[config.mk]
export PLATFORM = sky130hd
export DESIGN_NAME = source_text_tokenizer_core
export DESIGN_NICKNAME = d
export VERILOG_FILES = /design/src/stt_pkg.sv /design/src/source_text_tokenizer_core.sv
export SDC_FILE = /design/constraint.sdc
export NUM_CORES = 1
export LEC_CHECK = 0
export BUFFER_PORTS_ARGS = -buffer_cell sky130_fd_sc_hd__buf_2
export CORE_MARGIN = 5
export CORE_UTILIZATION = 54
export DETAILED_ROUTE_END_ITERATION = 7
export PLACE_DENSITY = 0.7
export SYNTH_ARGS = -nofsm -noshare
export SYNTH_HDL_FRONTEND = slang
export SYNTH_SLANG_ARGS = --single-unit
[constraint.sdc]
create_clock -name clk -period 12 [get_ports clk]
set_input_delay 0.6 -clock clk [delete_from_list [all_inputs] [get_ports clk]]
set_output_delay 0.6 -clock clk [all_outputs]
set_load 0.02 [all_outputs]
[src/stt_pkg.sv]
`default_nettype none
package stt_pkg;

  // Lexer mode; codes above LEX_COMMENT are never produced
  typedef enum logic [2:0] {
    LEX_IDLE    = 3'd0,
    LEX_OP      = 3'd1,
    LEX_NUM     = 3'd2,
    LEX_WORD    = 3'd3,
    LEX_COMMENT = 3'd4
  } lex_mode_t;

  // Token kinds
  localparam logic [4:0] K_UNKNOWN  = 5'd0;
  localparam logic [4:0] K_PLUS     = 5'd1;
  localparam logic [4:0] K_MINUS    = 5'd2;
  localparam logic [4:0] K_STAR     = 5'd3;
  localparam logic [4:0] K_SLASH    = 5'd4;
  localparam logic [4:0] K_PERCENT  = 5'd5;
  localparam logic [4:0] K_ASSIGN   = 5'd6;
  localparam logic [4:0] K_GT       = 5'd8;
  localparam logic [4:0] K_LT       = 5'd10;
  localparam logic [4:0] K_NOT      = 5'd12;
  localparam logic [4:0] K_LPAREN   = 5'd14;
  localparam logic [4:0] K_RPAREN   = 5'd15;
  localparam logic [4:0] K_LBRACKET = 5'd16;
  localparam logic [4:0] K_RBRACKET = 5'd17;
  localparam logic [4:0] K_LBRACE   = 5'd18;
  localparam logic [4:0] K_RBRACE   = 5'd19;
  localparam logic [4:0] K_NEWLINE  = 5'd20;
  localparam logic [4:0] K_EOF      = 5'd21;
  localparam logic [4:0] K_SEMI     = 5'd22;
  localparam logic [4:0] K_NUM      = 5'd23;
  localparam logic [4:0] K_IDENT    = 5'd24;
  localparam logic [4:0] K_KEYWORD0 = 5'd25;

  // Characters with a role of their own
  localparam logic [7:0] CH_NL      = 8'h0A;
  localparam logic [7:0] CH_TAB     = 8'h09;
  localparam logic [7:0] CH_CR      = 8'h0D;
  localparam logic [7:0] CH_SPACE   = 8'h20;
  localparam logic [7:0] CH_HASH    = 8'h23;
  localparam logic [7:0] CH_EQ      = 8'h3D;

  // Keywords: let, if, else, for, while, print
  localparam int NUM_KW = 6;
  localparam logic [0:NUM_KW-1][0:4][7:0] KW_TEXT = '{
    '{"l", "e", "t", 8'h00, 8'h00},
    '{"i", "f", 8'h00, 8'h00, 8'h00},
    '{"e", "l", "s", "e", 8'h00},
    '{"f", "o", "r", 8'h00, 8'h00},
    '{"w", "h", "i", "l", "e"},
    '{"p", "r", "i", "n", "t"}
  };
  localparam logic [0:NUM_KW-1][2:0] KW_LEN = '{3'd3, 3'd2, 3'd4, 3'd3, 3'd5, 3'd5};

  // One emitted token
  typedef struct packed {
    logic [4:0]  kind;
    logic [15:0] start;
    logic [15:0] length;
    logic        last;
  } tok_t;

  // Tokens that are complete after one character
  function automatic logic [4:0] single_kind(input logic [7:0] c);
    logic [4:0] k;
    case (c)
      "+":     k = K_PLUS;
      "-":     k = K_MINUS;
      "*":     k = K_STAR;
      "/":     k = K_SLASH;
      "%":     k = K_PERCENT;
      "(":     k = K_LPAREN;
      ")":     k = K_RPAREN;
      "[":     k = K_LBRACKET;
      "]":     k = K_RBRACKET;
      "{":     k = K_LBRACE;
      "}":     k = K_RBRACE;
      CH_NL:   k = K_NEWLINE;
      ";":     k = K_SEMI;
      default: k = K_UNKNOWN;
    endcase
    return k;
  endfunction

  // Operators that may take a trailing '='; zero when not one
  function automatic logic [4:0] op_kind(input logic [7:0] c);
    logic [4:0] k;
    case (c)
      "=":     k = K_ASSIGN;
      ">":     k = K_GT;
      "<":     k = K_LT;
      "!":     k = K_NOT;
      default: k = 5'd0;
    endcase
    return k;
  endfunction

endpackage
`default_nettype wire

[src/source_text_tokenizer_core.sv]
`default_nettype none
// Streaming tokenizer: one source byte (or an end marker) per transaction, tokens out as
// kind, start offset and length. A byte is lexed in the cycle it is accepted, so the input
// takes one transaction per clock; the only limit is a four-entry token queue in front of
// the result port, and the input stalls while fewer than two entries are free. A byte
// can finish a held token and start one of its own, so it may yield two tokens, the last
// marked by last_of_item; tokens leave one per clock unless stalled. Offsets and lengths
// are counted in POS_BITS bits with saturation and are clamped to 16 bits on output.
// An end marker or a zero byte flushes the held token, emits EOF and restarts at offset 0.
module source_text_tokenizer_core
  import stt_pkg::*;
#(
  parameter int POS_BITS = 16
) (
  input  wire logic        clk,
  input  wire logic        rst_n,
  input  wire logic        in_valid,
  output logic             in_stall,
  input  wire logic [7:0]  in_source_byte,
  input  wire logic        in_end_of_input,
  output logic             out_valid,
  input  wire logic        out_stall,
  output logic [4:0]       out_token_kind,
  output logic [15:0]      out_token_start,
  output logic [15:0]      out_token_length,
  output logic             out_last_of_item
);

  localparam int QDEPTH = 4;
  localparam int QPW    = $clog2(QDEPTH);
  localparam int QCW    = $clog2(QDEPTH + 1);
  localparam int EXTW   = POS_BITS + 16;
  localparam logic [POS_BITS-1:0] POS_MAX = '1;

  // Lexer state
  lex_mode_t           mode_r, mode_nxt;
  logic [4:0]          pend_op_r, pend_op_nxt;
  logic [POS_BITS-1:0] open_start_r, open_start_nxt;
  logic [POS_BITS-1:0] open_len_r, open_len_nxt;
  logic [5:0]          kw_cand_r, kw_cand_nxt;
  logic [POS_BITS-1:0] byte_pos_r, byte_pos_nxt;

  // Token queue
  tok_t                q_r [QDEPTH];
  logic [QPW-1:0]      wr_ptr_r, rd_ptr_r;
  logic [QCW-1:0]      count_r, count_nxt;

  logic                in_acc, out_acc;
  logic                eof;
  logic [7:0]          c;
  logic                flush_v, cur_v;
  tok_t                flush_tok, cur_tok;
  tok_t                slot0, slot1;
  logic [1:0]          push_n;
  logic [5:0]          word_cand;
  logic [4:0]          word_kind;

  function automatic logic [POS_BITS-1:0] sat_inc(input logic [POS_BITS-1:0] v);
    return (v == POS_MAX) ? v : v + POS_BITS'(1);
  endfunction

  function automatic logic [15:0] clamp16(input logic [POS_BITS-1:0] v);
    logic [EXTW-1:0] e;
    e = EXTW'(v);
    return (e > EXTW'(16'hFFFF)) ? 16'hFFFF : e[15:0];
  endfunction

  // Drop keyword candidates that disagree with character ch at position idx
  function automatic logic [5:0] narrow(input logic [5:0] cand,
                                        input logic [POS_BITS-1:0] idx,
                                        input logic [7:0] ch);
    logic [5:0] r;
    r = cand;
    for (int k = 0; k < NUM_KW; k++) begin
      if (!(idx < POS_BITS'(KW_LEN[k]) && KW_TEXT[k][idx[2:0]] == ch)) begin
        r[k] = 1'b0;
      end
    end
    return r;
  endfunction

  function automatic tok_t mk_tok(input logic [4:0] kind, input logic [POS_BITS-1:0] start,
                                  input logic [15:0] len);
    tok_t t;
    t.kind   = kind;
    t.start  = clamp16(start);
    t.length = len;
    t.last   = 1'b0;
    return t;
  endfunction

  assign in_acc  = in_valid && !in_stall;
  assign out_acc = out_valid && !out_stall;
  assign c       = in_source_byte;
  assign eof     = in_end_of_input || (c == 8'h00);

  // Kind of a finished word: first candidate whose length matches
  always_comb begin
    word_kind = K_IDENT;
    for (int k = NUM_KW - 1; k >= 0; k--) begin
      if (kw_cand_r[k] && open_len_r == POS_BITS'(KW_LEN[k])) begin
        word_kind = K_KEYWORD0 + 5'(k);
      end
    end
  end

  assign word_cand = narrow(kw_cand_r, open_len_r, c);

  // Lexer: next state and up to two tokens for the current byte
  always_comb begin
    mode_nxt       = mode_r;
    pend_op_nxt    = pend_op_r;
    open_start_nxt = open_start_r;
    open_len_nxt   = open_len_r;
    kw_cand_nxt    = kw_cand_r;
    byte_pos_nxt   = byte_pos_r;
    flush_v        = 1'b0;
    cur_v          = 1'b0;
    flush_tok      = '0;
    cur_tok        = '0;

    if (mode_r == LEX_COMMENT) begin
      if (eof) begin
        cur_v          = 1'b1;
        cur_tok        = mk_tok(K_EOF, byte_pos_r, 16'd0);
        mode_nxt       = LEX_IDLE;
        pend_op_nxt    = '0;
        open_start_nxt = '0;
        open_len_nxt   = '0;
        kw_cand_nxt    = '0;
        byte_pos_nxt   = '0;
      end else begin
        if (c == CH_NL) begin
          cur_v    = 1'b1;
          cur_tok  = mk_tok(K_NEWLINE, byte_pos_r, 16'd1);
          mode_nxt = LEX_IDLE;
        end
        byte_pos_nxt = sat_inc(byte_pos_r);
      end
    end else if (mode_r == LEX_OP && !eof && c == CH_EQ) begin
      // two-character operator
      cur_v        = 1'b1;
      cur_tok      = mk_tok(pend_op_r + 5'd1, open_start_r, 16'd2);
      mode_nxt     = LEX_IDLE;
      byte_pos_nxt = sat_inc(byte_pos_r);
    end else if ((mode_r == LEX_NUM && !eof && c inside {["0":"9"]}) ||
                 (mode_r == LEX_WORD && !eof && c inside {["0":"9"], ["a":"z"], ["A":"Z"]}))
    begin
      // token grows
      if (mode_r == LEX_WORD) begin
        kw_cand_nxt = word_cand;
      end
      open_len_nxt = sat_inc(open_len_r);
      byte_pos_nxt = sat_inc(byte_pos_r);
    end else begin
      // flush the held token
      case (mode_r)
        LEX_OP: begin
          flush_v   = 1'b1;
          flush_tok = mk_tok(pend_op_r, open_start_r, 16'd1);
        end
        LEX_NUM: begin
          flush_v   = 1'b1;
          flush_tok = mk_tok(K_NUM, open_start_r, clamp16(open_len_r));
        end
        LEX_WORD: begin
          flush_v   = 1'b1;
          flush_tok = mk_tok(word_kind, open_start_r, clamp16(open_len_r));
        end
        default: begin
          flush_v = 1'b0;
        end
      endcase
      mode_nxt = LEX_IDLE;

      if (eof) begin
        cur_v          = 1'b1;
        cur_tok        = mk_tok(K_EOF, byte_pos_r, 16'd0);
        pend_op_nxt    = '0;
        open_start_nxt = '0;
        open_len_nxt   = '0;
        kw_cand_nxt    = '0;
        byte_pos_nxt   = '0;
      end else begin
        if (c == CH_SPACE || c == CH_TAB || c == CH_CR) begin
          mode_nxt = LEX_IDLE;
        end else if (c == CH_HASH) begin
          mode_nxt = LEX_COMMENT;
        end else if (op_kind(c) != 5'd0) begin
          mode_nxt       = LEX_OP;
          pend_op_nxt    = op_kind(c);
          open_start_nxt = byte_pos_r;
          open_len_nxt   = POS_BITS'(1);
        end else if (c inside {["0":"9"]}) begin
          mode_nxt       = LEX_NUM;
          open_start_nxt = byte_pos_r;
          open_len_nxt   = POS_BITS'(1);
        end else if (c inside {["a":"z"], ["A":"Z"]}) begin
          mode_nxt       = LEX_WORD;
          open_start_nxt = byte_pos_r;
          open_len_nxt   = POS_BITS'(1);
          kw_cand_nxt    = narrow(6'h3F, '0, c);
        end else begin
          cur_v   = 1'b1;
          cur_tok = mk_tok(single_kind(c), byte_pos_r, 16'd1);
        end
        byte_pos_nxt = sat_inc(byte_pos_r);
      end
    end

    // mark the final token of this byte
    cur_tok.last   = 1'b1;
    flush_tok.last = !cur_v;
  end

  // Pack tokens into queue slots in emission order
  always_comb begin
    slot0  = flush_v ? flush_tok : cur_tok;
    slot1  = cur_tok;
    push_n = in_acc ? (2'(flush_v) + 2'(cur_v)) : 2'd0;
  end

  assign count_nxt = count_r + QCW'(push_n) - QCW'(out_acc);

  // Lexer state registers
  always_ff @(posedge clk) begin
    if (!rst_n) begin
      mode_r       <= LEX_IDLE;
      pend_op_r    <= '0;
      open_start_r <= '0;
      open_len_r   <= '0;
      kw_cand_r    <= '0;
      byte_pos_r   <= '0;
    end else if (in_acc) begin
      mode_r       <= mode_nxt;
      pend_op_r    <= pend_op_nxt;
      open_start_r <= open_start_nxt;
      open_len_r   <= open_len_nxt;
      kw_cand_r    <= kw_cand_nxt;
      byte_pos_r   <= byte_pos_nxt;
    end
  end

  // Queue control
  always_ff @(posedge clk) begin
    if (!rst_n) begin
      wr_ptr_r <= '0;
      rd_ptr_r <= '0;
      count_r  <= '0;
    end else begin
      wr_ptr_r <= wr_ptr_r + QPW'(push_n);
      rd_ptr_r <= rd_ptr_r + QPW'(out_acc);
      count_r  <= count_nxt;
    end
  end

  // Queue payload
  always_ff @(posedge clk) begin
    if (push_n != 2'd0) begin
      q_r[wr_ptr_r] <= slot0;
    end
    if (push_n == 2'd2) begin
      q_r[wr_ptr_r + QPW'(1)] <= slot1;
    end
  end

  assign in_stall         = (count_r > QCW'(QDEPTH - 2));
  assign out_valid        = (count_r != '0);
  assign out_token_kind   = q_r[rd_ptr_r].kind;
  assign out_token_start  = q_r[rd_ptr_r].start;
  assign out_token_length = q_r[rd_ptr_r].length;
  assign out_last_of_item = q_r[rd_ptr_r].last;

  // Queue never overflows on a two-token transaction
  a_no_overflow: assert property (@(posedge clk) disable iff (!rst_n)
    in_acc |-> (QCW'(count_r) + QCW'(push_n)) <= QCW'(QDEPTH))
    else $error("token queue overflow");

  // End of input restarts the source at offset zero
  a_eof_restart: assert property (@(posedge clk) disable iff (!rst_n)
    (in_acc && eof) |=> (byte_pos_r == '0 && mode_r == LEX_IDLE))
    else $error("end of input did not restart the lexer");

  // An open number or word always has a nonzero length
  a_open_len: assert property (@(posedge clk) disable iff (!rst_n)
    (mode_r == LEX_NUM || mode_r == LEX_WORD) |-> open_len_r != '0)
    else $error("open token with zero length");

  // EOF tokens carry zero length and close the transaction
  a_eof_token: assert property (@(posedge clk) disable iff (!rst_n)
    (out_valid && out_token_kind == K_EOF) |-> (out_token_length == 16'd0 && out_last_of_item))
    else $error("malformed EOF token");

endmodule
`default_nettype wire
==> results.py, run 1 <==
metrics = {
    "sta": {
        "tns_ns": 0,
        "setup_violations": 0,
        "tightest_slew_ns": 1.19,
        "post-route-period-util": 0.399,
        "rsz0062_at_grt": "no",
        "final-hold-violation-count": 0,
        "relSlewSlack": 0.210,
        "drv_slew": 0,
        "period_minus_slack_ns": 4.79,
        "skew_ns": 0.0309,
        "max_freq_mhz": 209,
    },
    "cts": {
        "clock_sinks": 219,
        "cts_tree": "yes",
        "insertion_delay_ns": 0.52,
        "cts-htree-levels": 1,
        "postCtsHoldBufs": 0,
        "post_cts_resized": 0,
        "cts_buffers": 23,
        "root_buffer": "clkbuf_16",
        "cts.clk_slew.worst_paths_ns": 0.06,
        "clockBufferDepth": 3,
        "cts_setup_buffers": 0,
    },
    "placement": {
        "gp_congestion": 0.923,
        "hpwl_mm": 20.3,
        "numPortBuffers": 52,
        "post-place-cells": 1379,
        "post_dp_cell_area_um2": 11700,
    },
    "worst_setup_path": {
        "reg2regPathDepth": 11,
        "crit_cells": 11,
        "worstPathCellList": "or3b_1, or4_1, nor2_4, nor2_1, a21oi_1, ha_1, nand2_1, nor3_1, nor2_1, buf_4, inv_1",
        "r2r_end": "q_r[3][2]",
        "crit_path_end": "q_r[3][2]",
        "crit_required_ns": 12.12,
        "cp-startpoint": "mode_r[1]",
        "worstPathArrival_ns": 4.91,
        "slowest_delay_ns": 0.73,
        "crit_buf_inv": 2,
        "reg2reg_slack_ns": 7.21,
        "startpoint_type": "register",
        "crit_slowest_cell": "inv_1",
        "cp-end-kind": "register",
        "worstPathMaxFanout": 27,
        "critPathTopFamily": "simple AND/OR/NAND/NOR gates",
        "path_class": "register to register",
        "rr_startpoint": "mode_r[1]",
        "crit_top_cell": "nor2_1",
    },
    "synth": {
        "yosys.area_share.xor_xnor": 0.0262,
        "synth_compound_gate_area_share": 0.195,
        "ys_async_sr_fraction": 0,
        "synth_seq_cells": 219,
        "syn_area_um2": 11400,
        "synth-simple-area-share": 0.160,
        "synthesis.nets": 1156,
        "synth.distinct_cells": 84,
        "synth_edf_count": 92,
        "ys.warnings.count": 0,
        "synthFlopType": "dfxtp_1",
        "synthCells": 1126,
        "yosysSeqAreaShare": 0.466,
        "synthMuxAreaShare": 0.0867,
        "synth.avg_cell_area_um2": 10.1,
        "synth_top_family_by_area": "compound AO/OA/AOI/OAI gates",
        "synth-adder-area-share": 0.0193,
    },
    "detailed_routing": {
        "dr.pass1.iters": 5,
        "postRouteAntennaNets": 0,
        "drc": 0,
        "wl_mm": 30.7,
        "viasPerCell": 6.41,
        "drtIter0Drc": 929,
        "dr_total_vias": 9117,
        "drt-wirelength-per-cell_um": 21.6,
    },
    "power_and_ir_drop": {
        "p_per_area_nw_per_um2": 168,
        "peakVddDrop_uv": 111,
        "power_mw": 2.11,
        "leakage_nw": 4.17,
    },
    "status": {
        "status": "finished, final reports clean",
    },
    "cells_and_area": {
        "regArea_um2": 5310,
        "final_common_cell": "dfxtp_1",
        "area_delta_synth_final_pct": 10.3,
        "nets": 1159,
        "finish.utilization": 0.601,
        "fin_cells": 1422,
        "multi_input_area_um2": 5550,
        "fill_cells": 1702,
        "drive_gt1_frac": 0.144,
        "final_cell_mix": "dfxtp_1 (125), nand2_1 (124), edfxtp_1 (92)",
        "final_cell_area_um2": 12600,
    },
    "worst_hold_path": {
        "holdPathStages": 2,
        "min_path_type": "register to register",
    },
    "global_route": {
        "grt_overflow": 0,
        "track_usage": 0.253,
        "grt_pass1_vias": 8821,
        "grt_max_degree": 40,
        "antenna_found_initial": 0,
        "grt_pass1_wl_mm": 49.1,
    },
    "floorplanning": {
        "fp.dieW_um": 155,
        "start_util": 0.545,
        "core_area_um2": 20900,
        "row_count": 53,
        "die_area_um2": 24100,
        "die_h_um": 155,
        "io_pins": 53,
    },
    "flow_run": {
        "maxCapViolCount": 0,
    },
}
registers in the layout, indices dropped and copies added (netlist names):
name	flops
byte_pos_r	16
count_r	3
kw_cand_r	6
mode_r	3
open_len_r	16
open_start_r	16
pend_op_r	3
q_r	152
rd_ptr_r	2
wr_ptr_r	2
stage by stage:
stage,setup slack (ns),hold slack (ns)
after floorplan,7.49,0.430
after global routing,6.85,0.479
after CTS,7.23,0.469
final,7.21,0.470
after detailed placement,6.79,0.456
after global placement,6.90,0.450
worst min-delay path by stage:
stage | from | end | slack (ns)
floorplan | kw_cand_r[2] | kw_cand_r[2] | 0.43
global placement | kw_cand_r[2] | kw_cand_r[2] | 0.45
detailed placement | q_r[1][0] | q_r[1][0] | 0.46
CTS | kw_cand_r[2] | kw_cand_r[2] | 0.47
global route | q_r[2][0] | q_r[2][0] | 0.48
finish | kw_cand_r[2] | kw_cand_r[2] | 0.47
area by class of cell:
class / instances / share of cell area
Multi-Input combinational cell: 778 / 0.442
Sequential cell: 219 / 0.423
Clock buffer: 31 / 0.0565
Timing Repair Buffer: 68 / 0.0303
Tap cell: 275 / 0.0274
Inverter: 39 / 0.0117
Clock inverter: 11 / 0.00936
Antenna cell: 1 / 0.000199
power breakdown:
| part | switching (mW) | total (mW) | internal [mW] | leakage, nW |
|---|---|---|---|---|
| combinational | 0.300 | 0.479 | 0.180 | 1.90 |
| sequential | 0.0381 | 0.870 | 0.832 | 1.88 |
| clock | 0.298 | 0.757 | 0.460 | 0.399 |
Yosys cell counts, drive strengths merged, types with 27 or more instances:
cell type / n / area share
edfxtp: 92 / 0.24
mux4: 38 / 0.075
dfxtp: 127 / 0.22
xnor2: 27 / 0.021
o21ai: 80 / 0.035
a22o: 73 / 0.056
nand2: 125 / 0.041
clkbuf: 64 / 0.021
nand3: 28 / 0.012
nor2: 70 / 0.024
inv: 39 / 0.013
a21oi: 33 / 0.015
layer usage:
metal,GRT usage,wire (µm)
met1,0.331,12400
met2,0.433,15300
met4,0.0967,1330
met3,0.0300,1660
met5,0,0
tightest hold or removal path, cell delays in order, from the launching register on:
cell and delay, ns:
dfxtp_1 0.31, nand2_1 0.05, mux2i_1 0.06
cells by family after synthesis:
group,Yosys count
XOR/XNOR,34
AND/OR/NAND/NOR,364
AO/OA/AOI/OAI,312
buffers and inverters,129
multiplexers,51
flip-flops,219
adder cells (fa/ha/maj),17
No activity file was read; power rests on OpenSTA's default activity.
==> inputs of run 2 (changes only) <==
- clock period: 12 -> 4.6 ns (I/O delays scaled with it)
==> run 2 against run 1 <==
Compared with the run above: via count up 0.26%; global-route usage fell by 0.67 points; first-iteration DRC count down 13%; core utilization increased by 0.52 points; die area unchanged; worst setup slack lost 6.5 ns; largest cell class unchanged; flip-flop and latch count stayed put; sequential share of layout area fell by 0.36 points.
==> results.py, run 2 (same netlist as run 1, synthesis figures left out) <==
metrics = {
    "worst_setup_path": {
        "slowest_delay_ns": 0.70,
        "reg2regPathDepth": 11,
        "critPathTopFamily": "simple AND/OR/NAND/NOR gates",
        "reg2reg_slack_ns": 0.70,
        "r2r_end": "q_r[3][22]",
        "cp-end-kind": "register",
        "startpoint_type": "register",
        "worstPathArrival_ns": 4.09,
        "crit_required_ns": 4.79,
        "crit_buf_inv": 4,
        "crit_slowest_cell": "or4_1",
        "rr_startpoint": "mode_r[1]",
        "worstPathMaxFanout": 16,
        "path_class": "register to register",
        "worstPathCellList": "or3b_1, or4_1, a41oi_4, inv_2, ha_1, o21ai_1, nor2_1, nor2_1, buf_4, inv_1, buf_4",
    },
    "global_route": {
        "grt-busiest-layer": "met2",
        "grt_use_met3": 0.0298,
        "grt_use_met1": 0.322,
        "grt_pass1_vias": 8981,
        "grt_overflow": 0,
        "grt_use_met2": 0.427,
        "grt_max_degree": 40,
        "grt_pass1_wl_mm": 48.2,
        "antenna_found_initial": 0,
        "track_usage": 0.246,
    },
    "cts": {
        "clockBufferDepth": 3,
        "clock_sinks": 219,
        "post_cts_resized": 0,
        "cts-htree-levels": 1,
        "root_buffer": "clkbuf_16",
        "cts.clk_slew.worst_paths_ns": 0.07,
        "cts_setup_buffers": 0,
        "cts_tree": "yes",
        "insertion_delay_ns": 0.50,
        "postCtsHoldBufs": 0,
        "cts_buffers": 23,
    },
    "detailed_routing": {
        "dr_total_vias": 9141,
        "drtIter0Drc": 812,
        "drc": 0,
        "postRouteAntennaNets": 0,
        "wl_mm": 29.8,
        "viasPerCell": 6.36,
        "dr.pass1.iters": 5,
        "drt-wirelength-per-cell_um": 20.7,
    },
    "floorplanning": {
        "core_area_um2": 20900,
        "fp.dieW_um": 155,
        "die_h_um": 155,
        "die_area_um2": 24100,
        "row_count": 53,
        "start_util": 0.545,
        "io_pins": 53,
    },
    "sta": {
        "skew_ns": 0.0149,
        "setup_violations": 0,
        "rsz0062_at_grt": "no",
        "final-hold-violation-count": 0,
        "relSlewSlack": 0.238,
        "timing.hold.ws_ns": 0.259,
        "tns_ns": 0,
        "fin_ws_ns": 0.702,
        "period_minus_slack_ns": 3.90,
        "drv_slew": 0,
        "post-route-period-util": 0.847,
        "max_freq_mhz": 257,
        "tightest_slew_ns": 1.14,
    },
    "worst_hold_path": {
        "min_path_type": "primary input to register",
        "hold_start": "out_stall",
        "holdPathStages": 4,
        "holdPathEnd": "rd_ptr_r[0]",
    },
    "cells_and_area": {
        "top_register": "q_r",
        "final_cell_mix": "dfxtp_1 (125), nand2_1 (124), edfxtp_1 (92)",
        "fill_cells": 1776,
        "largest_reg_flops": 152,
        "drive_gt1_frac": 0.154,
        "final_common_cell": "dfxtp_1",
        "regArea_um2": 5310,
        "nets": 1176,
        "area_delta_synth_final_pct": 11.3,
        "multi_input_area_um2": 5550,
    },
    "status": {
        "status": "finished, final reports clean",
    },
    "placement": {
        "dp_slack_ns": 0.725,
        "hpwl_mm": 19.6,
        "numPortBuffers": 52,
        "gp_congestion": 0.951,
    },
    "power_and_ir_drop": {
        "peakVddDrop_uv": 296,
        "leakage_nw": 4.27,
        "p_per_area_nw_per_um2": 434,
    },
    "flow_run": {
        "maxCapViolCount": 0,
    },
}
## run 2: worst max path at each step
stage          cells after the start  slack [ns]               from          to
5_1_grt                           12        0.47          mode_r[1]  q_r[3][22]
3_3_place_gp                      12        0.80  in_source_byte[4]  q_r[3][26]
4_1_cts                           11        0.76          mode_r[1]  q_r[0][21]
2_1_floorplan                     15        0.29          mode_r[2]  q_r[3][17]
3_5_place_dp                      12        0.73  in_source_byte[4]  q_r[3][25]
6_report                          11        0.70          mode_r[1]  q_r[3][22]
## run 2: power breakdown
part	internal, mW	total, mW	switching [mW]
clock	1.22	1.97	0.754
combinational	0.482	1.20	0.722
sequential	2.17	2.31	0.149
## run 2: tightest hold or removal path: stages
cell     delay, ns
buf_2         0.07
nor2b_1       0.06
ha_1          0.26
and2_1        0.11
## run 2: final cells by class
| cell class | instances | share of cell area |
|---|---|---|
| Multi-Input combinational cell | 778 | 0.438 |
| Tap cell | 275 | 0.0272 |
| Clock buffer | 29 | 0.0513 |
| Antenna cell | 1 | 0.000198 |
| Timing Repair Buffer | 85 | 0.0401 |
| Inverter | 39 | 0.0116 |
| Clock inverter | 12 | 0.0124 |
| Sequential cell | 219 | 0.419 |
## run 2: metal layers
| layer | part of all wire | up-vias |
|---|---|---|
| li1 | - | 4285 |
| met1 | 0.40 | 4423 |
| met2 | 0.51 | 357 |
| met3 | 0.060 | 76 |
| met4 | 0.026 | 0 |
| met5 | 0 | - |
## run 2: through the flow
step	util	cells	cell area [µm²]	total power, mW
after global routing	0.606	1437	12700	5.72
after floorplan	-	1126	11400	3.17
after CTS	0.606	1437	12700	5.52
after global placement	0.568	1396	11900	3.55
final	0.606	1438	12700	5.49
after detailed placement	0.568	1396	11900	3.56
